**config.mk**
```make
export PLATFORM = sky130hd
export DESIGN_NAME = gmo_queue
export DESIGN_NICKNAME = d
export VERILOG_FILES = /design/src/sv/gmo_pkg.sv /design/src/sv/gmo_queue.sv
export SDC_FILE = /design/constraint.sdc
export NUM_CORES = 1
export LEC_CHECK = 0
export BUFFER_PORTS_ARGS = -buffer_cell sky130_fd_sc_hd__buf_2
export CAP_MARGIN = 15
export CORE_ASPECT_RATIO = 1.25
export CORE_MARGIN = 2
export CORE_UTILIZATION = 40
export DETAILED_ROUTE_END_ITERATION = 16
export GPL_TIMING_DRIVEN = 0
export SLEW_MARGIN = 10
export SYNTH_ARGS = -nofsm -noshare
export SYNTH_HDL_FRONTEND = slang
export SYNTH_SLANG_ARGS = --single-unit
```
**constraint.sdc**
```tcl
create_clock -name clk -period 15.05 [get_ports clk]
set_input_delay 0.7525 -clock clk [delete_from_list [all_inputs] [get_ports clk]]
set_output_delay 0.7525 -clock clk [all_outputs]
set_load 0.02 [all_outputs]
```
**src/sv/gmo_pkg.sv**
```systemverilog
`timescale 1ns / 1ps
// shared types, constants and the arctangent table of the gradient block
// no dependencies
package gmo_pkg;

  // default geometry and angle resolution
  localparam int MAX_HEIGHT_DEF = 1024;
  localparam int MAX_WIDTH_DEF  = 1024;
  localparam int ACOS_STEPS_DEF = 10000;

  // channel limit of the datapath (store holds three bytes per pixel)
  localparam int MAX_CHANNELS = 3;
  localparam int CH_LIMIT     = (MAX_CHANNELS < 3) ? MAX_CHANNELS : 3;

  // field widths
  localparam int SAMPLE_W   = 8;
  localparam int PIX_W      = 24;
  localparam int POS_W      = 10;
  localparam int MAG_W      = 16;
  localparam int ANG_W      = 16;
  localparam int CFG_IDX_W  = 3;
  localparam int CFG_DATA_W = 11;

  // job queue depth
  localparam int QUEUE_DEPTH = 2;

  // register indexes
  localparam logic [CFG_IDX_W-1:0] REG_IMAGE_HEIGHT  = 3'd0;
  localparam logic [CFG_IDX_W-1:0] REG_IMAGE_WIDTH   = 3'd1;
  localparam logic [CFG_IDX_W-1:0] REG_CHANNEL_COUNT = 3'd2;
  localparam logic [CFG_IDX_W-1:0] REG_FULL_CIRCLE   = 3'd3;
  localparam logic [CFG_IDX_W-1:0] REG_ORIENT_ENABLE = 3'd4;

  // angle constants, pi in q.16 and q3.13, and the cap just below pi
  localparam int Q16_PI  = 205887;
  localparam int Q13_PI  = 25736;
  localparam int Q13_CAP = 25735;

  // configuration register set
  typedef struct packed {
    logic [10:0] image_height;
    logic [10:0] image_width;
    logic [1:0]  channel_count;
    logic        full_circle;
    logic        orient_enable;
  } cfg_t;

  // one gradient job: two x operands, two y operands, border flags, position and end markers
  typedef struct packed {
    logic [PIX_W-1:0] xa;
    logic [PIX_W-1:0] xb;
    logic [PIX_W-1:0] ya;
    logic [PIX_W-1:0] yb;
    logic             xs;
    logic             ys;
    logic [POS_W-1:0] row;
    logic [POS_W-1:0] col;
    logic             done;
    logic             last;
  } job_t;

  // atan(2^-i) in q.16
  function automatic logic [15:0] atan_q16(input logic [3:0] i);
    logic [15:0] v;
    case (i)
      4'd0:    v = 16'd51472;
      4'd1:    v = 16'd30386;
      4'd2:    v = 16'd16055;
      4'd3:    v = 16'd8150;
      4'd4:    v = 16'd4091;
      4'd5:    v = 16'd2047;
      4'd6:    v = 16'd1024;
      4'd7:    v = 16'd512;
      4'd8:    v = 16'd256;
      4'd9:    v = 16'd128;
      4'd10:   v = 16'd64;
      4'd11:   v = 16'd32;
      4'd12:   v = 16'd16;
      4'd13:   v = 16'd8;
      4'd14:   v = 16'd4;
      default: v = 16'd2;
    endcase
    return v;
  endfunction

endpackage

```
**src/sv/gmo_queue.sv**
```systemverilog
`timescale 1ns / 1ps
// short job queue between the front and the back
// depends on gmo_pkg
module gmo_queue #(
  parameter int DEPTH = gmo_pkg::QUEUE_DEPTH
) (
  input  logic          clk,
  input  logic          rst,
  input  logic          push,
  input  gmo_pkg::job_t din,
  output logic          full,
  input  logic          pop,
  output gmo_pkg::job_t dout,
  output logic          empty
);
  import gmo_pkg::*;

  localparam int PW = (DEPTH > 1) ? $clog2(DEPTH) : 1;
  localparam int CNTW = $clog2(DEPTH + 1);

  job_t            slots [DEPTH];
  logic [PW-1:0]   wptr;
  logic [PW-1:0]   rptr;
  logic [CNTW-1:0] count;

  assign full  = count == CNTW'(DEPTH);
  assign empty = count == '0;
  assign dout  = slots[rptr];

  // payload storage
  always_ff @(posedge clk) begin
    if (push) begin
      slots[wptr] <= din;
    end
  end

  // pointers and fill count
  always_ff @(posedge clk) begin
    if (rst) begin
      wptr  <= '0;
      rptr  <= '0;
      count <= '0;
    end else begin
      if (push) begin
        wptr <= (wptr == PW'(DEPTH - 1)) ? '0 : wptr + PW'(1);
      end
      if (pop) begin
        rptr <= (rptr == PW'(DEPTH - 1)) ? '0 : rptr + PW'(1);
      end
      if (push && !pop) begin
        count <= count + CNTW'(1);
      end else if (pop && !push) begin
        count <= count - CNTW'(1);
      end
    end
  end

endmodule

```
Yosys cells after proc, flatten, opt, wreduce, memory -nomap -nowiden
Memory sizes are Yosys's and may differ from the RTL's. A register that Yosys moved wholly into a read port is not among the register bits.
Cells that the tools add are included.
{"block": "classes", "addsub": 4, "eq_ne": 1, "n_reduce_logical": 6, "mux": 8}
{"operator": "$mux 1", "n": 6}
{"operator": "$mux 2", "n": 2}
{"operator": "$add 1x1->1 const B", "n": 2}
{"operator": "$add 2x1->2 const B", "n": 1}
{"operator": "$eq 2x2->1 const B", "n": 1}
{"operator": "$logic_and 1x1->1", "n": 2}
{"operator": "$logic_not 1->1", "n": 2}
{"operator": "$logic_not 2->1", "n": 1}
{"operator": "$reduce_bool 2->1", "n": 1}
{"operator": "$sub 2x1->2 const B", "n": 1}
{"block": "word_totals", "reg_bits": 4, "out_inout_bits": 122, "memories": 1, "in_bits": 124, "ram_bits": 240, "wordCells": 23}
{"name": "slots", "words": 2, "width": 120, "read_ports": 1, "rd_ports_with_merged_regs": 1, "write_ports": 1, "line_no": "gmo_queue.sv:21", "source": "job_t slots [DEPTH];"}

Longest topological paths before layout
Gate-level depths: netlist of run 1.
{"block": "logic_depth", "word_depth": 4, "depth_mapped": 5, "ltp_nobuf": 5}

Worst setup path after synthesis of run 1
OpenSTA, ideal clock, no wires.
{"block": "synth_path", "path_type": "in2reg", "startpoint": "in push", "endpoint": "mem slots[0][0] (netlist bit), enable pin", "setup_slack_ns": 8.476, "cell_stages": 1, "required_time_ns": 14.435, "t_arrival_ns": 5.959, "setup_time_ns": 0.615, "n_path_buf": 0, "cell_sequence": "nor2b_1"}
{"block": "synth_between", "elab_chain_len": 2}
{"element": "start, declared", "line_no": "gmo_queue.sv:9", "source": "input logic push,"}
{"element": "$mux 1", "line_no": "gmo_queue.sv:32", "source": "if (push) begin"}
{"element": "$mux 1 (implied by the code)", "line_no": "gmo_queue.sv:33", "source": "slots[wptr] <= din;"}
{"element": "end, declared", "line_no": "gmo_queue.sv:21"}
No other way between the ends.

==> run_results.csv, run 1 <==
group,metric,value,unit
place,place_hpwl,11590,um
grt,grt-ovfl-total,0,
timing,finalHoldViolations,0,
route,vias_per_cell,4.664,
clocking,cts_tree,"built",
route,drt-wirelength-per-cell,16.98,um
clocking,clkLatencyLatePin,0.50,ns
yosys,syn_nets,520,
grt,grt_max_degree,63,
timing,tightest_slew,0.6809,ns
yosys,synth_cell_types,16,
final_layout,syn_to_final_growth,27.46,%
place,port_buffers,245,
floorplan,coreArea,22060,um2
final_layout,final_nets,796,
floorplan,dieWidth,137.4,um
clocking,ctsResizeCount,0,
yosys,yosys.area.top_type,"edfxtp_1",
status,outcome,"finished clean",
setup_path,worst-r2r-setup-slack,13.26,ns
yosys,synth_top_area_share,80.98,%
setup_path,regToRegStartpoint,"wptr",
power_and_ir_drop,p_switching,0.0003558,W
power_and_ir_drop,p_leak,4.267,nW
yosys,yosysWarnings,0,
setup_path,arrival,1.76,ns
yosys,synthArstFlopShare,0,%
timing,drv_slew,0,
setup_path,rr_worst_depth,3,
setup_path,critPathCapture,"dout[4]",
setup_path,required,14.30,ns
setup_path,reg2reg_to,"slots[0][41]",
setup_path,start_kind,"flip-flop",
clocking,clkTransAtPathRegs,0.07,ns
yosys,ys_ff_latch,245,
floorplan,pin_count,246,
power_and_ir_drop,clkPwrFrac,35.0,%
clocking,cts_max_level,1,
timing,rsz0062_at_grt,"no",
final_layout,fillers,1835,
power_and_ir_drop,ir_worst_vdd,0.00008973,V
power_and_ir_drop,comb_power_share,12.9,%
final_layout,diodes,0,
clocking,cts.sinks,245,
route,drtAntennaViolNets,0,
route,firstDrtPassIters,4,
clocking,cts_root_buf,"clkbuf_16",
worst_hold_path,hp-class,"primary input to flip-flop",
floorplan,die_area,23470,um2
grt,grt_pass1_vias,4825,
yosys,synth_edf_count,240,
route,drt_iter0_drc,214,
final_layout,layout-drive-gt1-share,61.57,%
setup_path,endpoint_kind,"output port",
timing,layout_setup_ws,12.54,ns
power_and_ir_drop,seq_power_share,52.1,%
flow_run,drv_cap,0,
timing,period_share,16.69,%
floorplan,die-height,170.8,um
timing,fmax,0.3982,GHz
route,drt-total-wl,16470,um
floorplan,start_util,40.35,%
yosys,synth.area.top_cells,"edfxtp_1 81%, mux2_2 15%, buf_6 1.4%",
grt,track_usage,13.61,%
place,place_ws,12.67,ns
place,globalplace.congestion,0.7085,
yosys,synth.cell_area,8900,um2
timing,fin_setup_tns,0,ns
clocking,ctsHoldBuffers,0,
clocking,post-cts-setup-buffer-count,0,
grt,grt_pass1_wl,24510,um
clocking,numCtsBuffers,23,
yosys,syn_inst,395,
yosys,ys_seq_area_share,82.10,%
setup_path,crit_fanout,10,
yosys,synth-main-ff-cell,"edfxtp_1",
power_and_ir_drop,intPower,0.001190,W
timing,relSlewSlack,54.51,%
power_and_ir_drop,swShare,23.01,%
route,vias,4524,
timing,finalSetupViolCount,0,
power_and_ir_drop,power_density,136.3,nW/um2
grt,antenna_found_initial,1,
clocking,clock_path_buffers,3,
yosys,syn_avg_cell_area,22.53,um2
timing,skew,0.007931,ns
floorplan,row_count,61,
timing,fin_crit,2.512,ns
route,drc,0,
setup_path,critical_path_class,"flip-flop to output port",
[routing by layer]
layer | routed length, um | up-vias | track usage, %
met1 | 5857 | 2217 | 14.12
met5 | 0 | - | 0
li1 | - | 2118 | -
met2 | 8803 | 163 | 25.50
met4 | 361 | 0 | 4.437
met3 | 1444 | 26 | 4.444
[placed cells by master, fill, tap and decap left out, types with 2 or more instances in the layout]
cell,instances
buf_16,3
buf_6,11
clkinv_1,4
xor2_1,2
clkbuf_8,3
xnor2_1,2
nor2_1,5
clkbuf_16,23
buf_12,3
clkinv_2,9
dfxtp_1,5
mux2_2,120
buf_2,247
edfxtp_1,240
[worst max-delay path, cell delays in order, from the launching register on]
cell and delay (ns):
dfxtp_1 0.35, buf_6 0.21, buf_6 0.18, mux2_2 0.35, buf_2 0.17
[sequential cells by signal, indices dropped and copies added, names as in the netlist, named ones only]
| register | cells |
|---|---|
| wptr | 1 |
| rptr | 1 |
| slots | 240 |
| count | 2 |
[per-stage QoR]
stage / hold WS (ns) / instances / power [W] / instance area, um2 / utilization, %
3_3_place_gp: 0.4914 / 923 / 0.001020 / 10480 / 47.51
3_5_place_dp: 0.5030 / 929 / 0.001024 / 10630 / 48.20
4_1_cts: 0.4155 / 970 / 0.001568 / 11340 / 51.43
2_1_floorplan: 0.4614 / 395 / 0.0009480 / 8900 / -
5_1_grt: 0.4177 / 970 / 0.001608 / 11340 / 51.43
6_report: 0.4371 / 970 / 0.001546 / 11340 / 51.43
[layout make-up]
cell class	instances	area [um2]	share of cell area, %
Sequential cell	245	7307	64.42
Multi-Input combinational cell	136	1465	12.92
Timing Repair Buffer	251	1369	12.07
Clock buffer	27	620.6	5.471
Tap cell	283	354.1	3.122
Buffer	13	133.9	1.180
Clock inverter	14	90.09	0.7942
Inverter	1	3.754	0.03309
[cells by family (layout without fill, tap and decap cells)]
kind of cell	count (synthesis)	after routing	share of synthesized area, %
AOI/OAI and AO/OA	2	2	0.1124
muxes	120	120	15.18
and+or+nand+nor	9	9	0.5203
buffers and inverters	14	306	1.546
adders and majority gates	1	1	0.1406
DFF	245	245	82.10
xor gates and xnor gates	4	4	0.3937
[synth_stat cells (2+ instances only)]
| library cell | number |
|---|---|
| buf_2 | 2 |
| buf_6 | 11 |
| dfxtp_1 | 5 |
| edfxtp_1 | 240 |
| mux2_2 | 120 |
| nor2_1 | 5 |
| xnor2_1 | 2 |
| xor2_1 | 2 |
[power by group through the flow]
stage                     combinational (W)  sequential (W)  clock (W)
after global placement             0.000193        0.000828          0
after CTS                          0.000204        0.000806   0.000558
final                              0.000200        0.000805   0.000541
after global routing               0.000215        0.000808   0.000584
after floorplan                    0.000125        0.000823          0
after detailed placement           0.000204        0.000820          0
[worst min-delay path by stage]
stage | startpoint | to | slack, ns | cells past startpoint
finish | din[21] | slots[0][21] | 0.44 | 1
global route | din[36] | slots[0][36] | 0.42 | 1
CTS | din[58] | slots[0][58] | 0.42 | 1
detailed placement | rptr | flip-flop | 0.50 | 2
global placement | count[1] | count[1] | 0.49 | 2
floorplan | count[1] | count[1] | 0.46 | 2
No activity file was read; power rests on OpenSTA's default activity.
==> inputs of run 2 (changes only) <==
- clock period: 15.05 -> 2.63 ns (I/O delays scaled with it)
==> run 2 against run 1 <==
Critical path depth unchanged. Register-to-register slack worse by 12 ns. Critical endpoint is now dout[85]. First-iteration DRC count down 24%. Global-route usage up 0.96 points. Highest routed layer unchanged. Non-clock buffer count up 123. Utilization up 5.7 points. Cell count up 13%. Flip-flop and latch count unchanged. Via count up 11%.
==> run_results.csv, run 2 (synthesized netlist as in run 1, its figures left out) <==
group,metric,value,unit
route,vias_per_cell,4.599,
route,drt-total-wl,18130,um
timing,fin_crit,1.910,ns
route,drtAntennaViolNets,0,
floorplan,pin_count,246,
clocking,post-cts-setup-buffer-count,0,
final_layout,reg.largest.list,"slots x240, count x2",
route,firstDrtPassIters,4,
route,vias,5041,
floorplan,die_area,23470,um2
grt,grt_pass1_wl,26160,um
floorplan,coreArea,22060,um2
clocking,clkLatencyLatePin,0.52,ns
grt,track_usage,14.57,%
grt,grt_pass1_vias,5206,
final_layout,syn_to_final_growth,41.63,%
power_and_ir_drop,ir_worst_vdd,0.0005163,V
timing,worst_hold_slack,0.1439,ns
clocking,cts_root_buf,"clkbuf_16",
timing,tightest_slew,0.5234,ns
floorplan,start_util,40.35,%
floorplan,row_count,61,
place,place_hpwl,12150,um
place,placedCellCount,929,
timing,skew,0.02043,ns
setup_path,start_kind,"flip-flop",
place,globalplace.congestion,0.7190,
route,drt-wirelength-per-cell,16.54,um
clocking,cts.sinks,245,
clocking,cts_tree,"built",
place,port_buffers,245,
power_and_ir_drop,p_leak,4.777,nW
setup_path,arrival,1.78,ns
timing,rsz0062_at_grt,"no",
setup_path,required,2.50,ns
grt,grt-ovfl-total,0,
setup_path,crit_fanout,10,
final_layout,final_common_cell,"buf_2",
clocking,clkTransAtPathRegs,0.06,ns
setup_path,critical_path_class,"flip-flop to output port",
timing,drv_slew,0,
grt,antenna_found_initial,0,
route,drt_iter0_drc,163,
final_layout,layout_common_cells,"247 x buf_2, 240 x edfxtp_1, 123 x dlygate4sd3_1",
clocking,numCtsBuffers,24,
final_layout,top_register,"slots",
timing,finalHoldViolations,0,
route,drc,0,
setup_path,endpoint_kind,"output port",
status,outcome,"finished clean",
timing,finalSetupViolCount,0,
power_and_ir_drop,power_density,725.6,nW/um2
worst_hold_path,hp-class,"primary input to flip-flop",
timing,fmax,0.5235,GHz
final_layout,diodes,0,
grt,grt_max_degree,56,
clocking,cts_max_level,1,
final_layout,layout-drive-gt1-share,51.78,%
clocking,clock_path_buffers,3,
clocking,ctsHoldBuffers,123,
timing,relSlewSlack,65.04,%
final_layout,final_nets,920,
flow_run,drv_cap,0,
timing,period_share,72.63,%
floorplan,die-height,170.8,um
clocking,ctsResizeCount,0,
final_layout,stdcell_count,1096,
floorplan,dieWidth,137.4,um
final_layout,largest_reg_flops,240,
run 2: cell count changes in the layout (fill, tap and decap cells not counted):
cell           previous run  this run
clkinv_1                  4         2
clkbuf_16                23        24
dlygate4sd3_1             0       123
clkinvlp_4                0         2
buf_12                    3         5
clkinv_2                  9         3
buf_16                    3         1
clkbuf_1                  1         8
clkinv_8                  0         1
run 2: worst max-delay path, cell delays in order (launching register included):
cell     delay, ns
dfxtp_1       0.36
buf_6         0.21
buf_6         0.18
mux2_2        0.34
buf_2         0.17
run 2: power by group:
group / internal (W) / leakage (nW) / switching (W)
Clock: 0.00187 / 0.363 / 0.00136
Combinational: 0.000598 / 2.12 / 0.000700
Sequential: 0.00456 / 2.29 / 0.0000545
Total: 0.00703 / 4.78 / 0.00212
run 2: path summary, 6_finish.rpt:
kind                                 from      endpoint  slack [ns]  cells past startpoint
worst max-delay path            flip-flop      dout[85]        0.72                      4
worst min-delay path                 push  slots[0][15]        0.14                      2
worst max register to register       wptr  slots[0][97]        1.01                      3
worst min register to register   count[1]      count[1]        0.52                      2
run 2: cell type report:
| cell class | instances | area (um2) |
|---|---|---|
| plain buffers | 13 | 133.9 |
| clock buffers | 35 | 671.9 |
| clock inverters | 9 | 83.83 |
| fillers | 1701 | 9453 |
| inverters | 1 | 3.754 |
| multi-input cells | 136 | 1465 |
| flip-flops and latches | 245 | 7307 |
| well taps | 283 | 354.1 |
| repair buffers | 374 | 2585 |
run 2: routing by layer:
| metal | track usage [%] | wire (um) | vias up |
|---|---|---|---|
| met1 | 15.11 | 6551 | 2471 |
| met4 | 5.872 | 611 | 0 |
| li1 | - | - | 2376 |
| met5 | 0 | 0 | - |
| met2 | 28.36 | 10050 | 148 |
| met3 | 2.578 | 918 | 46 |
run 2: per-stage QoR:
| stage | TNS, ns | util (%) | instance area, um2 | setup WS (ns) | power [W] |
|---|---|---|---|---|---|
| floorplan | 0 | - | 8909 | 0.08435 | 0.005401 |
| global placement | -139.81 | 47.55 | 10490 | -0.7608 | 0.005807 |
| detailed placement | 0 | 48.14 | 10620 | 0.9684 | 0.005860 |
| CTS | 0 | 57.14 | 12600 | 0.6690 | 0.009272 |
| global route | 0 | 57.14 | 12600 | 0.6479 | 0.009480 |
| finish | 0 | 57.14 | 12600 | 0.7199 | 0.009146 |
==> inputs of run 3 (changes only) <==
- clock period: 2.63 -> 1.9 ns (I/O delays scaled with it)
==> run 3 against run 2 <==
Highest routed layer unchanged. Via count is 0.16% higher. Utilization is 0.35 points higher. Critical path type unchanged. First-iteration DRC count is 11% higher. Routed wire length is 1.5% lower. Clock power is 48% higher.
==> run_results.csv, run 3 (synthesized netlist as in run 1, its figures left out) <==
group,metric,value,unit
status,outcome,"finished clean",
floorplan,pin_count,246,
place,place_hpwl,11940,um
route,vias_per_cell,4.607,
place,port_buffers,245,
clocking,cts_max_level,1,
timing,fin_crit,1.811,ns
route,wl_met3,1289,um
power_and_ir_drop,power_density,1023,nW/um2
route,wl_met2,9432,um
clocking,numCtsBuffers,24,
grt,grt-ovfl-total,0,
route,drt-total-wl,17860,um
timing,relSlewSlack,57.90,%
setup_path,start_kind,"flip-flop",
setup_path,rr_worst_depth,3,
power_and_ir_drop,power.total,0.01297,W
place,globalplace.congestion,0.7117,
floorplan,start_util,40.35,%
power_and_ir_drop,ir_worst_vdd,0.0007190,V
final_layout,layout_common_cells,"247 x buf_2, 240 x edfxtp_1, 123 x dlygate4sd3_1",
place,placedCellCount,929,
final_layout,fillers,1682,
route,met1Wirelength,6746,um
worst_hold_path,whs_path_depth,4,
clocking,clock_path_buffers,3,
grt,grt_pass1_wl,27090,um
power_and_ir_drop,p_switching,0.002897,W
place,dpl_cell_area,10630,um2
power_and_ir_drop,clkPwrFrac,36.9,%
power_and_ir_drop,p_leak,4.819,nW
final_layout,fin_util,57.50,%
route,drtAntennaViolNets,0,
floorplan,die-height,170.8,um
grt,antenna_found_initial,1,
setup_path,arrival,1.72,ns
clocking,clkLatencyLatePin,0.50,ns
route,vias,5049,
final_layout,multiInputGateArea,1465,um2
clocking,cts_tree,"built",
clocking,clkTransAtPathRegs,0.06,ns
clocking,cts.sinks,245,
power_and_ir_drop,swShare,22.34,%
timing,fmax,0.5522,GHz
timing,finalSetupViolCount,0,
setup_path,endpoint_kind,"output port",
setup_path,required,1.80,ns
route,drc,0,
flow_run,drv_cap,0,
grt,track_usage,14.83,%
grt,grt_max_degree,52,
final_layout,seq_area,7310,um2
final_layout,syn_to_final_growth,42.50,%
timing,drv_slew,0,
timing,period_share,95.31,%
floorplan,row_count,61,
timing,rsz0062_at_grt,"no",
final_layout,final_common_cell,"buf_2",
final_layout,design_area,12680,um2
setup_path,critical_path_class,"flip-flop to output port",
route,drt_iter0_drc,181,
final_layout,top_register,"slots",
worst_hold_path,hp-class,"primary input to flip-flop",
power_and_ir_drop,intPower,0.01007,W
timing,skew,0.009380,ns
power_and_ir_drop,seq_power_share,49.2,%
final_layout,reg.largest.list,"slots x240, count x2",
final_layout,layout-drive-gt1-share,52.09,%
floorplan,dieWidth,137.4,um
final_layout,largest_reg_flops,240,
route,drt-wirelength-per-cell,16.29,um
route,firstDrtPassIters,4,
final_layout,stdcell_count,1096,
timing,tightest_slew,0.6302,ns
power_and_ir_drop,comb_power_share,13.9,%
route,top_layer,"met4",
timing,finalHoldViolations,0,
grt,grt_pass1_vias,5592,
floorplan,coreArea,22060,um2
clocking,cts_root_buf,"clkbuf_16",
clocking,post-cts-setup-buffer-count,0,
setup_path,crit_fanout,10,
final_layout,final_nets,920,
floorplan,die_area,23470,um2
==> run 3: area by class of cell <==
cell class	instances	area share, %
flip-flops and latches	245	57.64
repair buffers	374	20.44
multi-input cells	136	11.55
clock buffers	28	5.022
well taps	283	2.792
clock inverters	15	1.352
plain buffers	13	1.154
inverters	1	0.02960
diodes	1	0.01973
==> run 3: per-stage QoR <==
stage	hold WS (ns)	setup slack [ns]	setup TNS, ns
final	0.1044	0.08915	0
after CTS	0.07997	0.04512	0
after detailed placement	0.2861	0.1935	0
after floorplan	0.1600	-0.6273	-122.44
after global routing	0.1470	0.004072	0
after global placement	0.2828	-1.519	-314.54
==> run 3: power by group through the flow <==
| stage | Sequential, W | Combinational, W | Clock [W] |
|---|---|---|---|
| finish | 0.00638 | 0.00181 | 0.00478 |
| detailed placement | 0.00650 | 0.00162 | 0 |
| global route | 0.00641 | 0.00194 | 0.00514 |
| global placement | 0.00650 | 0.00153 | 0 |
| CTS | 0.00638 | 0.00183 | 0.00492 |
| floorplan | 0.00649 | 0.000990 | 0 |
==> run 3: timing repair <==
item / in CTS / in global routing
hold buffers: 123 / 0
hold endpoints to repair: 245 / 0
resized for setup: 4 / 0
setup endpoints to repair: 93 / 0
==> run 3: critical path, stage by stage (launching register included) <==
cell	delay (ns)
dfxtp_2	0.36
buf_12	0.16
buf_6	0.16
mux2_2	0.36
buf_2	0.17
==> run 3: path summary, 6_finish.rpt <==
| kind | from | endpoint | slack, ns |
|---|---|---|---|
| worst max register to register | wptr | slots[0][33] | 0.21 |
| worst min register to register | count[1] | count[1] | 0.51 |
| worst min-delay path | push | count[0] | 0.10 |
| worst max-delay path | flip-flop | dout[75] | 0.09 |
==> run 3: metal layers <==
metal | up-vias | GRT usage [%]
met2 | 174 | 27.67
met3 | 31 | 4.030
met4 | 0 | 4.796
li1 | 2369 | -
met5 | - | 0
met1 | 2475 | 16.04
