<file path="config.mk">
export PLATFORM = sky130hd
export DESIGN_NAME = gmo_back_flat
export DESIGN_NICKNAME = d
export VERILOG_FILES = /design/src/sv/gmo_pkg.sv /design/src/sv/gmo_res_if.sv /design/src/sv/gmo_back.sv /design/src/flat_wrapper.sv
export SDC_FILE = /design/constraint.sdc
export NUM_CORES = 2
export LEC_CHECK = 0
export BUFFER_PORTS_ARGS = -buffer_cell sky130_fd_sc_hd__buf_2
export CORE_MARGIN = 2
export CORE_UTILIZATION = 35
export DETAILED_ROUTE_END_ITERATION = 6
export PLACE_DENSITY = 0.51
export SLEW_MARGIN = 5
export SYNTH_ARGS = -nofsm -noshare
export SYNTH_HDL_FRONTEND = slang
export SYNTH_SLANG_ARGS = --single-unit
</file>
<file path="constraint.sdc">
create_clock -name clk -period 15.25 [get_ports clk]
set_input_delay 2.2875 -clock clk [delete_from_list [all_inputs] [get_ports clk]]
set_output_delay 2.2875 -clock clk [all_outputs]
set_load 0.01 [all_outputs]
</file>
<file path="src/sv/gmo_pkg.sv">
`timescale 1ns / 1ps
// shared types, constants and the arctangent table of the gradient block
// no dependencies
package gmo_pkg;

  // default geometry and angle resolution
  localparam int MAX_HEIGHT_DEF = 1024;
  localparam int MAX_WIDTH_DEF  = 1024;
  localparam int ACOS_STEPS_DEF = 10000;

  // channel limit of the datapath (store holds three bytes per pixel)
  localparam int MAX_CHANNELS = 3;
  localparam int CH_LIMIT     = (MAX_CHANNELS < 3) ? MAX_CHANNELS : 3;

  // field widths
  localparam int SAMPLE_W   = 8;
  localparam int PIX_W      = 24;
  localparam int POS_W      = 10;
  localparam int MAG_W      = 16;
  localparam int ANG_W      = 16;
  localparam int CFG_IDX_W  = 3;
  localparam int CFG_DATA_W = 11;

  // job queue depth
  localparam int QUEUE_DEPTH = 2;

  // register indexes
  localparam logic [CFG_IDX_W-1:0] REG_IMAGE_HEIGHT  = 3'd0;
  localparam logic [CFG_IDX_W-1:0] REG_IMAGE_WIDTH   = 3'd1;
  localparam logic [CFG_IDX_W-1:0] REG_CHANNEL_COUNT = 3'd2;
  localparam logic [CFG_IDX_W-1:0] REG_FULL_CIRCLE   = 3'd3;
  localparam logic [CFG_IDX_W-1:0] REG_ORIENT_ENABLE = 3'd4;

  // angle constants, pi in q.16 and q3.13, and the cap just below pi
  localparam int Q16_PI  = 205887;
  localparam int Q13_PI  = 25736;
  localparam int Q13_CAP = 25735;

  // configuration register set
  typedef struct packed {
    logic [10:0] image_height;
    logic [10:0] image_width;
    logic [1:0]  channel_count;
    logic        full_circle;
    logic        orient_enable;
  } cfg_t;

  // one gradient job: two x operands, two y operands, border flags, position and end markers
  typedef struct packed {
    logic [PIX_W-1:0] xa;
    logic [PIX_W-1:0] xb;
    logic [PIX_W-1:0] ya;
    logic [PIX_W-1:0] yb;
    logic             xs;
    logic             ys;
    logic [POS_W-1:0] row;
    logic [POS_W-1:0] col;
    logic             done;
    logic             last;
  } job_t;

  // atan(2^-i) in q.16
  function automatic logic [15:0] atan_q16(input logic [3:0] i);
    logic [15:0] v;
    case (i)
      4'd0:    v = 16'd51472;
      4'd1:    v = 16'd30386;
      4'd2:    v = 16'd16055;
      4'd3:    v = 16'd8150;
      4'd4:    v = 16'd4091;
      4'd5:    v = 16'd2047;
      4'd6:    v = 16'd1024;
      4'd7:    v = 16'd512;
      4'd8:    v = 16'd256;
      4'd9:    v = 16'd128;
      4'd10:   v = 16'd64;
      4'd11:   v = 16'd32;
      4'd12:   v = 16'd16;
      4'd13:   v = 16'd8;
      4'd14:   v = 16'd4;
      default: v = 16'd2;
    endcase
    return v;
  endfunction

endpackage

</file>
<file path="src/sv/gmo_res_if.sv">
`timescale 1ns / 1ps
// result channel: valid, ready, magnitude, angle, position and markers
// depends on gmo_pkg
interface gmo_res_if;
  logic                      valid;
  logic                      ready;
  logic [gmo_pkg::MAG_W-1:0] grad_magnitude;
  logic [gmo_pkg::ANG_W-1:0] grad_angle;
  logic [gmo_pkg::POS_W-1:0] pixel_row;
  logic [gmo_pkg::POS_W-1:0] pixel_col;
  logic                      last_of_run;
  logic                      image_done;

  modport source (output valid, grad_magnitude, grad_angle, pixel_row, pixel_col,
                  last_of_run, image_done, input ready);
  modport sink (input valid, grad_magnitude, grad_angle, pixel_row, pixel_col,
                last_of_run, image_done, output ready);
endinterface

</file>
<file path="src/sv/gmo_back.sv">
`timescale 1ns / 1ps
// back: per job picks the strongest channel, then magnitude by square root and
// orientation by division, square root and cordic; depends on gmo_pkg, gmo_res_if
module gmo_back #(
  parameter int ACOS_STEPS = gmo_pkg::ACOS_STEPS_DEF
) (
  input  logic          clk,
  input  logic          rst,
  input  gmo_pkg::cfg_t cfg,
  input  gmo_pkg::job_t job,
  input  logic          job_empty,
  output logic          job_pop,
  gmo_res_if.source     res
);
  import gmo_pkg::*;

  localparam int NW    = $clog2(ACOS_STEPS + 1);
  localparam int AX2W  = 18;
  localparam int SW    = 20;
  localparam int PRODW = 2 * NW + AX2W;
  localparam int SQW   = (PRODW > 32) ? PRODW : 32;
  localparam int SCW   = $clog2(SQW + 1);
  localparam int CW    = NW + 12;
  localparam int ZW    = 20;
  localparam logic [2*NW-1:0] N2     = (2 * NW)'(ACOS_STEPS * ACOS_STEPS);
  localparam logic [NW-1:0]   NQ     = NW'(ACOS_STEPS);
  localparam logic [SQW-1:0]  SQ_TOP = SQW'(1) << (SQW - 2);

  typedef enum logic [3:0] {
    B_IDLE, B_CHAN, B_SQST, B_SQRT, B_SQEND, B_AXSQ, B_MUL, B_DIV, B_QSQ,
    B_CORD, B_FIN, B_OUT
  } bstate_t;

  typedef enum logic [1:0] {PH_MAG, PH_Q, PH_Y} phase_t;

  bstate_t            state;
  phase_t             ph;
  job_t               jb;
  logic [1:0]         ch;
  logic [SW-1:0]      bs;
  logic signed [9:0]  bgx;
  logic signed [9:0]  bgy;
  logic [MAG_W-1:0]   mag;
  logic [AX2W-1:0]    ax2;
  logic [PRODW-1:0]   dvd;
  logic [SW:0]        drem;
  logic [SQW-1:0]     sv;
  logic [SQW-1:0]     sr;
  logic [SQW-1:0]     sb;
  logic [SCW-1:0]     scnt;
  logic [NW-1:0]      q;
  logic [2*NW-1:0]    qq;
  logic signed [CW-1:0] cx;
  logic signed [CW-1:0] cy;
  logic signed [ZW-1:0] cz;
  logic [3:0]         ci;

  logic [MAG_W-1:0] out_mag;
  logic [ANG_W-1:0] out_ang;
  logic [POS_W-1:0] out_row;
  logic [POS_W-1:0] out_col;
  logic             out_last;
  logic             out_done;

  logic [1:0]         nch;
  logic [1:0]         lastch;
  logic [7:0]         bxa, bxb, bya, byb;
  logic signed [8:0]  dx9, dy9;
  logic signed [9:0]  gx, gy;
  logic signed [19:0] gx2, gy2;
  logic [SW-1:0]      s_ch;
  logic [SQW-1:0]     rb;
  logic               sq_ge;
  logic [SQW-1:0]     mround;
  logic [SW:0]        dt;
  logic               dge;
  logic [8:0]         ax;
  logic signed [CW-1:0] dxs, dys;
  logic signed [ZW-1:0] at;
  logic signed [ZW-1:0] t0, t1, t2, t3;
  logic               neg;
  logic [ANG_W-1:0]   ang;

  // channels in use
  always_comb begin
    if (cfg.channel_count == 2'd0) begin
      nch = 2'd1;
    end else if (cfg.channel_count > 2'(CH_LIMIT)) begin
      nch = 2'(CH_LIMIT);
    end else begin
      nch = cfg.channel_count;
    end
  end
  assign lastch = nch - 2'd1;

  // gradient of one channel
  assign bxa = jb.xa[{ch, 3'b000} +: 8];
  assign bxb = jb.xb[{ch, 3'b000} +: 8];
  assign bya = jb.ya[{ch, 3'b000} +: 8];
  assign byb = jb.yb[{ch, 3'b000} +: 8];
  assign dx9 = $signed({1'b0, bxb}) - $signed({1'b0, bxa});
  assign dy9 = $signed({1'b0, byb}) - $signed({1'b0, bya});
  assign gx  = jb.xs ? {dx9, 1'b0} : {dx9[8], dx9};
  assign gy  = jb.ys ? {dy9, 1'b0} : {dy9[8], dy9};
  assign gx2 = gx * gx;
  assign gy2 = gy * gy;
  assign s_ch = gx2[SW-1:0] + gy2[SW-1:0];

  // square root digit step
  assign rb     = sr + sb;
  assign sq_ge  = sv >= rb;
  assign mround = sr + SQW'(sv > sr);

  // restoring divide step
  assign dt  = {drem[SW-1:0], dvd[PRODW-1]};
  assign dge = dt >= {1'b0, bs};

  assign ax = bgx[9] ? 9'(-bgx) : 9'(bgx);

  // cordic step terms
  assign dxs = cy >>> ci;
  assign dys = cx >>> ci;
  assign at  = $signed({{(ZW - 16){1'b0}}, atan_q16(ci)});

  // angle from the cordic result
  always_comb begin
    neg = (q != '0) && (bgx[9] != bgy[9]);
    t0  = cz[ZW-1] ? '0 : cz;
    t1  = neg ? ZW'(Q16_PI) - t0 : t0;
    t2  = t1[ZW-1] ? '0 : t1;
    t3  = (t2 + ZW'(4)) >>> 3;
    if (t3 > ZW'(Q13_CAP)) begin
      t3 = ZW'(Q13_CAP);
    end
    if (cfg.full_circle && bgy[9]) begin
      t3 = t3 + ZW'(Q13_PI);
    end
    ang = cfg.orient_enable ? ANG_W'(t3) : '0;
  end

  assign job_pop            = (state == B_IDLE) && !job_empty;
  assign res.valid          = state == B_OUT;
  assign res.grad_magnitude = out_mag;
  assign res.grad_angle     = out_ang;
  assign res.pixel_row      = out_row;
  assign res.pixel_col      = out_col;
  assign res.last_of_run    = out_last;
  assign res.image_done     = out_done;

  // sequencer
  always_ff @(posedge clk) begin
    if (rst) begin
      state <= B_IDLE;
      ph    <= PH_MAG;
      ch    <= '0;
      scnt  <= '0;
      ci    <= '0;
    end else begin
      case (state)
        B_IDLE: begin
          if (!job_empty) begin
            jb    <= job;
            ch    <= '0;
            state <= B_CHAN;
          end
        end
        B_CHAN: begin
          // strongest channel, ties keep the lower one
          if (ch == '0 || s_ch > bs) begin
            bs  <= s_ch;
            bgx <= gx;
            bgy <= gy;
          end
          if (ch == lastch) begin
            ph    <= PH_MAG;
            state <= B_SQST;
          end else begin
            ch <= ch + 2'd1;
          end
        end
        B_SQST: begin
          case (ph)
            PH_MAG:  sv <= SQW'({bs, 12'b0});
            PH_Q:    sv <= SQW'(dvd);
            default: sv <= SQW'({N2 - qq, 16'b0});
          endcase
          sr    <= '0;
          sb    <= SQ_TOP;
          scnt  <= '0;
          state <= B_SQRT;
        end
        B_SQRT: begin
          if (sq_ge) begin
            sv <= sv - rb;
            sr <= (sr >> 1) + sb;
          end else begin
            sr <= sr >> 1;
          end
          sb <= sb >> 2;
          if (scnt == SCW'(SQW / 2 - 1)) begin
            state <= B_SQEND;
          end else begin
            scnt <= scnt + SCW'(1);
          end
        end
        B_SQEND: begin
          case (ph)
            PH_MAG: begin
              // round to nearest, saturate
              mag <= (mround > SQW'(16'hFFFF)) ? 16'hFFFF : mround[MAG_W-1:0];
              if (!cfg.orient_enable) begin
                state <= B_FIN;
              end else if (bs == '0) begin
                q     <= '0;
                state <= B_QSQ;
              end else begin
                state <= B_AXSQ;
              end
            end
            PH_Q: begin
              q     <= (sr > SQW'(NQ)) ? NQ : sr[NW-1:0];
              state <= B_QSQ;
            end
            default: begin
              cx    <= $signed({{(CW - NW - 8){1'b0}}, q, 8'b0});
              cy    <= $signed(sr[CW-1:0]);
              cz    <= '0;
              ci    <= '0;
              state <= B_CORD;
            end
          endcase
        end
        B_AXSQ: begin
          ax2   <= ax * ax;
          state <= B_MUL;
        end
        B_MUL: begin
          dvd   <= N2 * ax2;
          drem  <= '0;
          scnt  <= '0;
          state <= B_DIV;
        end
        B_DIV: begin
          drem <= dge ? dt - {1'b0, bs} : dt;
          dvd  <= {dvd[PRODW-2:0], dge};
          if (scnt == SCW'(PRODW - 1)) begin
            ph    <= PH_Q;
            state <= B_SQST;
          end else begin
            scnt <= scnt + SCW'(1);
          end
        end
        B_QSQ: begin
          qq    <= q * q;
          ph    <= PH_Y;
          state <= B_SQST;
        end
        B_CORD: begin
          if (!cy[CW-1]) begin
            cx <= cx + dxs;
            cy <= cy - dys;
            cz <= cz + at;
          end else begin
            cx <= cx - dxs;
            cy <= cy + dys;
            cz <= cz - at;
          end
          ci <= ci + 4'd1;
          if (ci == 4'd15) begin
            state <= B_FIN;
          end
        end
        B_FIN: begin
          out_mag  <= mag;
          out_ang  <= ang;
          out_row  <= jb.row;
          out_col  <= jb.col;
          out_last <= jb.last;
          out_done <= jb.done;
          state    <= B_OUT;
        end
        B_OUT: begin
          if (res.ready) begin
            state <= B_IDLE;
          end
        end
        default: state <= B_IDLE;
      endcase
    end
  end

endmodule

</file>
<file path="src/flat_wrapper.sv">
// flat-port wrapper written by rule: the top's interface ports become plain ports
module gmo_back_flat import gmo_pkg::*;
#(
  parameter int ACOS_STEPS = gmo_pkg::ACOS_STEPS_DEF
)
  (clk, rst, cfg, job, job_empty, job_pop, res_valid, res_grad_magnitude, res_grad_angle, res_pixel_row, res_pixel_col, res_last_of_run, res_image_done, res_ready);
  gmo_res_if res_i ();
  input  logic clk;
  input  logic rst;
  input  gmo_pkg::cfg_t cfg;
  input  gmo_pkg::job_t job;
  input  logic job_empty;
  output logic job_pop;
  output wire logic [$bits(res_i.valid)-1:0] res_valid;
  output wire logic [$bits(res_i.grad_magnitude)-1:0] res_grad_magnitude;
  output wire logic [$bits(res_i.grad_angle)-1:0] res_grad_angle;
  output wire logic [$bits(res_i.pixel_row)-1:0] res_pixel_row;
  output wire logic [$bits(res_i.pixel_col)-1:0] res_pixel_col;
  output wire logic [$bits(res_i.last_of_run)-1:0] res_last_of_run;
  output wire logic [$bits(res_i.image_done)-1:0] res_image_done;
  input wire logic [$bits(res_i.ready)-1:0] res_ready;
  assign res_valid = res_i.valid;
  assign res_grad_magnitude = res_i.grad_magnitude;
  assign res_grad_angle = res_i.grad_angle;
  assign res_pixel_row = res_i.pixel_row;
  assign res_pixel_col = res_i.pixel_col;
  assign res_last_of_run = res_i.last_of_run;
  assign res_image_done = res_i.image_done;
  assign res_i.ready = res_ready;
  gmo_back #(.ACOS_STEPS(ACOS_STEPS)) u_core (.clk(clk), .rst(rst), .cfg(cfg), .job(job), .job_empty(job_empty), .job_pop(job_pop), .res(res_i));
endmodule
</file>
== After elaboration in Yosys (flattened, before gate mapping) ==
Memories as Yosys holds them, arrays and structs flattened. A register that Yosys moved wholly into a read port is not among the register bits.
Index checks and enable logic that the tools add are counted.
Storage, ports and cells
  input port bits: 150
  memory bits (read-only): 256
  register bits: 584
  memories kept: 1
Operators by class
  eq/ne operators: 30
  bitwise operators: 2
  $lt $le $gt $ge: 8
  $mul: 5
  reduce and logical (&&, ||, !) cells: 36
  shift-type cells: 6
  muxes and demuxes: 55
  add/subtract/negate cells: 23
Memory list
  (name not given): words 16, width 16, rd ports 1, clocked after memory_dff 1, wr ports 0, line gmo_pkg.sv:65  | case (i)
Operators with widths (count)
  one-hot mux 46 bit (2 select lines): 5
  2-to-1 mux 26 bit: 4
  one-hot mux 26 bit (2 select lines): 2
  indexed part select 24 x 6 -> 8 bit: 4
  2-to-1 mux 46 bit: 2
  2-to-1 mux 20 bit: 4
  one-hot mux 20 bit (2 select lines): 2
  adder 26 bit: 2
  >>> shifter 26 x 4 -> 26 bit: 2
  subtractor 26 bit: 2
  one-hot mux 4 bit (12 select lines): 1
  adder 45 x 46 -> 46 bit: 1
  adder 46 x 1 -> 46 bit: 1
  adder 46 bit: 1
  greater-or-equal comparator 46 bit: 1
  greater-than comparator 46 x 14 -> 1 bit (second input constant): 1
  greater-than comparator 46 x 16 -> 1 bit (second input constant): 1
  greater-than comparator 46 bit: 1
  subtractor 46 bit: 1
  2-to-1 mux 4 bit: 11
  2-to-1 mux 14 bit: 3
  multiplier 10 x 10 -> 20 bit: 2
  2-to-1 mux 19 bit: 2
  multiplier 19 x 18 -> 37 bit (first input constant): 1
  55 further kinds: 108

== Logic depth before layout (Yosys ltp) ==
  depth after elaboration: 9
  gate-level depth with buffers: 50
  gate-level depth less buffers: 48

== Worst setup path after synthesis ==
OpenSTA, ideal clock, no wires.
  path kind: reg-to-reg
  start point: register u_core.ch[1]
  end point: register u_core.bgx[0], enable pin
  stages on the path, launching flop included: 45
  path slack: 1.896 ns
  buffers on the path: 2
  required time: 14.783 ns
  setup time: 0.467 ns
  arrival time: 12.888 ns
  cell sequence: dfxtp_1 clkbuf_1 clkbuf_1 mux2i_1 nor2_1 a21oi_1 ha_1 inv_1 fa_1 a21o_1 a21oi_1 o21bai_1 a21oi_1 o21bai_1 a21oi_1 clkinv_1 o21ai_1 inv_1 [... 9 more ...] inv_1 ha_1 inv_1 o21bai_1 a211o_1 a2111oi_0 nor3_1 or3_1 a21oi_1 xnor2_1 ha_1 nand2_1 nor4_1 nand2_1 nor2_1 a211o_1 o21ai_0 a211oi_1
On the way
  longest elaborated chain between the ends: 8
  elaborated cells on any way between the ends: 15
  those cells by class: add/sub (3); mul (2); order compare (1); shift (4); mux (2); reduce/logical (3)
Ends and longest elaborated chain
  from (decl): line gmo_back.sv:39  | logic [1:0] ch;
  from (signal assigned): line gmo_back.sv:178  | ch <= ch + 2'd1;
  indexed part select 24 x 6 -> 8 bit (on tied branches)
  subtractor 8 x 8 -> 9 bit (on tied branches): line gmo_back.sv:101, gmo_back.sv:102
  2-to-1 mux 9 bit (on tied branches): line gmo_back.sv:103, gmo_back.sv:104
  multiplier 10 x 10 -> 20 bit (on tied branches): line gmo_back.sv:105, gmo_back.sv:106
  adder 20 bit *: line gmo_back.sv:107  | assign s_ch = gx2[SW-1:0] + gy2[SW-1:0];
  via u_core.s_ch[19]: line gmo_back.sv:71  | logic [SW-1:0] s_ch;
  greater-than comparator 20 bit *: line gmo_back.sv:169  | if (ch == '0 || s_ch > bs) begin
  logical OR 1 bit *: line gmo_back.sv:169
  AND reduction 3 bit (no line) *
  to (signal assigned): line gmo_back.sv:171  | bgx <= gx;
  to (decl): line gmo_back.sv:41  | logic signed [9:0] bgx;
Mark *: on every way through the listed nets, which the timed path passes. The rest lies on a longest branch.
A chain may end at the register's enable or synchronous reset.

== Final worst setup path ==
  start point: register u_core.ch[1]
  end point: register u_core.bgx[4], enable pin
The elaborated chain is that of the path after synthesis.

==> flow_metrics.py <==
metrics = {
    "status": {
        "status": "finished with violations",
        "violations": "design-rule violations",
    },
    "timing": {
        "clock.fmax_mhz": 71.3,
        "drv_slew": 0,
        "maxSlewHeadroom": 0.240,
        "fin_crit_ns": 14.03,
        "hold_violations": 0,
        "tns_ns": 0,
        "fin_skew_ns": 0.0410,
        "rsz0062_at_grt": "no",
        "setup_viol": 0,
        "worstMarginPinSlew_ns": 1.13,
        "fin_crit_sh": 0.920,
    },
    "detailed_routing": {
        "drt-wirelength-per-cell_um": 19.1,
        "highest_layer": "met5",
        "drt_wl_total_um": 163000,
        "wl_met3_um": 5770,
        "viasPerCell": 5.27,
        "wl_met2_um": 77700,
        "drt_iter0_drc": 2939,
        "vias": 45200,
        "drtAntennaViolNets": 0,
        "firstDrtPassIters": 7,
        "drc": 11,
        "wl_met1_um": 76000,
    },
    "synthesis": {
        "yosys.area.top_type": "edfxtp_1",
        "synth_seq_area_share": 0.278,
        "ys_warn_count": 0,
        "syn_area_sq_um": 59800,
        "ys_ff_latch": 566,
        "synth_cell_type_count": 101,
        "synthFlopType": "edfxtp_1",
        "synth_cells": 6194,
        "synth_nets": 7420,
        "synth.area.top_cells": "edfxtp_1, fa_1, ha_1",
        "synth_top_area_frac": 0.267,
        "async_reset_ff_frac": 0,
        "synth_edf_count": 532,
        "synth.avg_cell_area_sq_um": 9.66,
    },
    "die": {
        "pin_count": 206,
        "core_sq_um": 170000,
        "die_w_um": 417,
        "chipHeight_um": 417,
        "start_util": 0.353,
        "dieArea_sq_um": 174000,
        "rows": 151,
    },
    "global_route": {
        "grt_pass1_wl_um": 257000,
        "overflow": 0,
        "grt_pass1_vias": 44900,
        "antenna_found_initial": 5,
        "grtUsageTotal": 0.186,
        "grt_start_max_net_pins": 84,
    },
    "clock_tree": {
        "cts_resized": 0,
        "clk_path_buf_depth": 3,
        "cts.clk_slew.worst_paths_ns": 0.06,
        "cts_tree": "yes",
        "cts_setup_buffers": 0,
        "root_buffer": "clkbuf_16",
        "h-tree-depth": 3,
        "clock_latency_ns": 0.70,
        "cts_inserted_buffers": 75,
        "cts.sinks": 566,
        "postCtsHoldBufs": 0,
    },
    "final_layout": {
        "fillers": 17000,
        "area_growth_pct": 9.88,
        "drive_gt1_frac": 0.0847,
        "nNetsFinal": 7518,
        "layout_commonest_cell": "inv_1",
        "final_cell_mix": "inv_1, ha_1, edfxtp_1",
    },
    "worst_setup_path": {
        "worstPathArrival_ns": 14.35,
        "worstSetupStartpoint": "u_core.ch[1]$_SDFFE_PP0P_",
        "cpMostUsedCell": "fa_1",
        "critPathSlowestCell": "a21oi_1",
        "critPathMaxStageDelay_ns": 0.83,
        "timing.rr.start": "u_core.ch[1]$_SDFFE_PP0P_",
        "cpLargestDelayFamily": "adder cells",
        "cp_max_fo": 31,
        "required_ns": 15.57,
        "cp-start-kind": "flop",
        "worst_setup_path_end_kind": "flop",
        "critical_path_buf_inv_count": 7,
        "criticalPathCategory": "reg -> reg",
    },
    "place": {
        "numPortBuffers": 183,
        "globalplace.congestion": 0.874,
        "dp.final_hpwl_um": 127000,
    },
    "worst_hold_path": {
        "hold_class": "reg -> reg",
        "hp-start": "u_core.mag[12]$_SDFFCE_PN1P_",
    },
    "job": {
        "cap_violations": 0,
    },
}
sequential cells by signal, indices dropped and copies added, names as in the netlist, 14 cells and up:
name,flops
u_core.ax2,17
u_core.sb,23
u_core.at,16
u_core.qq,27
u_core.sv,46
u_core.bs,20
u_core.q,14
u_core.cy,26
u_core.res.grad_angle,16
u_core.dvd,46
u_core.sr,46
u_core.mag,16
u_core.res.grad_magnitude,16
u_core.cz,20
u_core.cx,26
u_core.drem,20
u_core.jb,120
worst register-to-register path, delay by kind of cell, from the launching register on:
family                   cells  cell delay, ns
adder cells (fa/ha/maj)     10            4.72
AO/OA/AOI/OAI               15            4.48
buffers and inverters        7            1.90
AND/OR/NAND/NOR              7            1.35
flip-flops                   1            0.80
multiplexers                 1            0.21
XOR/XNOR                     1            0.16
stage by stage:
stage,hold slack (ns),instance area [sq um],std cells,setup slack [ns],util
after detailed placement,0.405,63200,8433,1.20,0.373
after global placement,0.401,63200,8433,1.46,0.373
after floorplan,0.400,59800,6194,1.90,-
after CTS,0.418,65700,8568,1.16,0.387
final,0.417,65700,8571,1.22,0.387
after global routing,0.417,65700,8571,0.125,0.387
area by class of cell:
class	instances	area [sq um]	share of cell area
repair buffers	245	1380	0.0210
clock inverters	46	532	0.00809
multi-input cells	4666	39600	0.603
clock buffers	89	1970	0.0300
well taps	2218	2780	0.0422
inverters	738	2770	0.0422
flip-flops and latches	566	16700	0.254
diodes	3	7.51	0.000114
logic make-up after synthesis:
kind of cell	Yosys count	synth area share
AND/OR/NAND/NOR	1739	0.139
AO/OA/AOI/OAI	1256	0.134
adder cells (fa/ha/maj)	1076	0.284
buffers and inverters	962	0.0612
flip-flops	566	0.278
XOR/XNOR	427	0.0627
multiplexers	167	0.0400
other	1	0.0000627
metal layers:
metal / up-vias / GRT usage
met5: - / 0
li1: 21900 / -
met2: 794 / 0.310
met4: 2 / 0.0451
met1: 22300 / 0.257
met3: 192 / 0.0212
cells in the mapped netlist, drive strengths merged, types with 111 or more instances:
cell	count
nand2	499
nor2	478
a21oi	326
ha	605
xnor2	274
edfxtp	532
o21ai	312
and2	117
nor3	111
inv	730
clkbuf	186
fa	471
nand3	121
xor2	153
worst paths after layout:
kind	slack, ns	end	depth (start not counted)
worst min register to register	0.42	u_core.res.grad_magnitude[12]$_DFFE_PP_	0
worst min-delay path	0.42	u_core.res.grad_magnitude[12]$_DFFE_PP_	0
worst max register to register	1.22	u_core.bgx[4]$_DFFE_PP_	41
worst max-delay path	1.22	u_core.bgx[4]$_DFFE_PP_	41
Power is not shown: default switching activity piles up to over one toggle a cycle in this logic, so the estimate is an artifact.
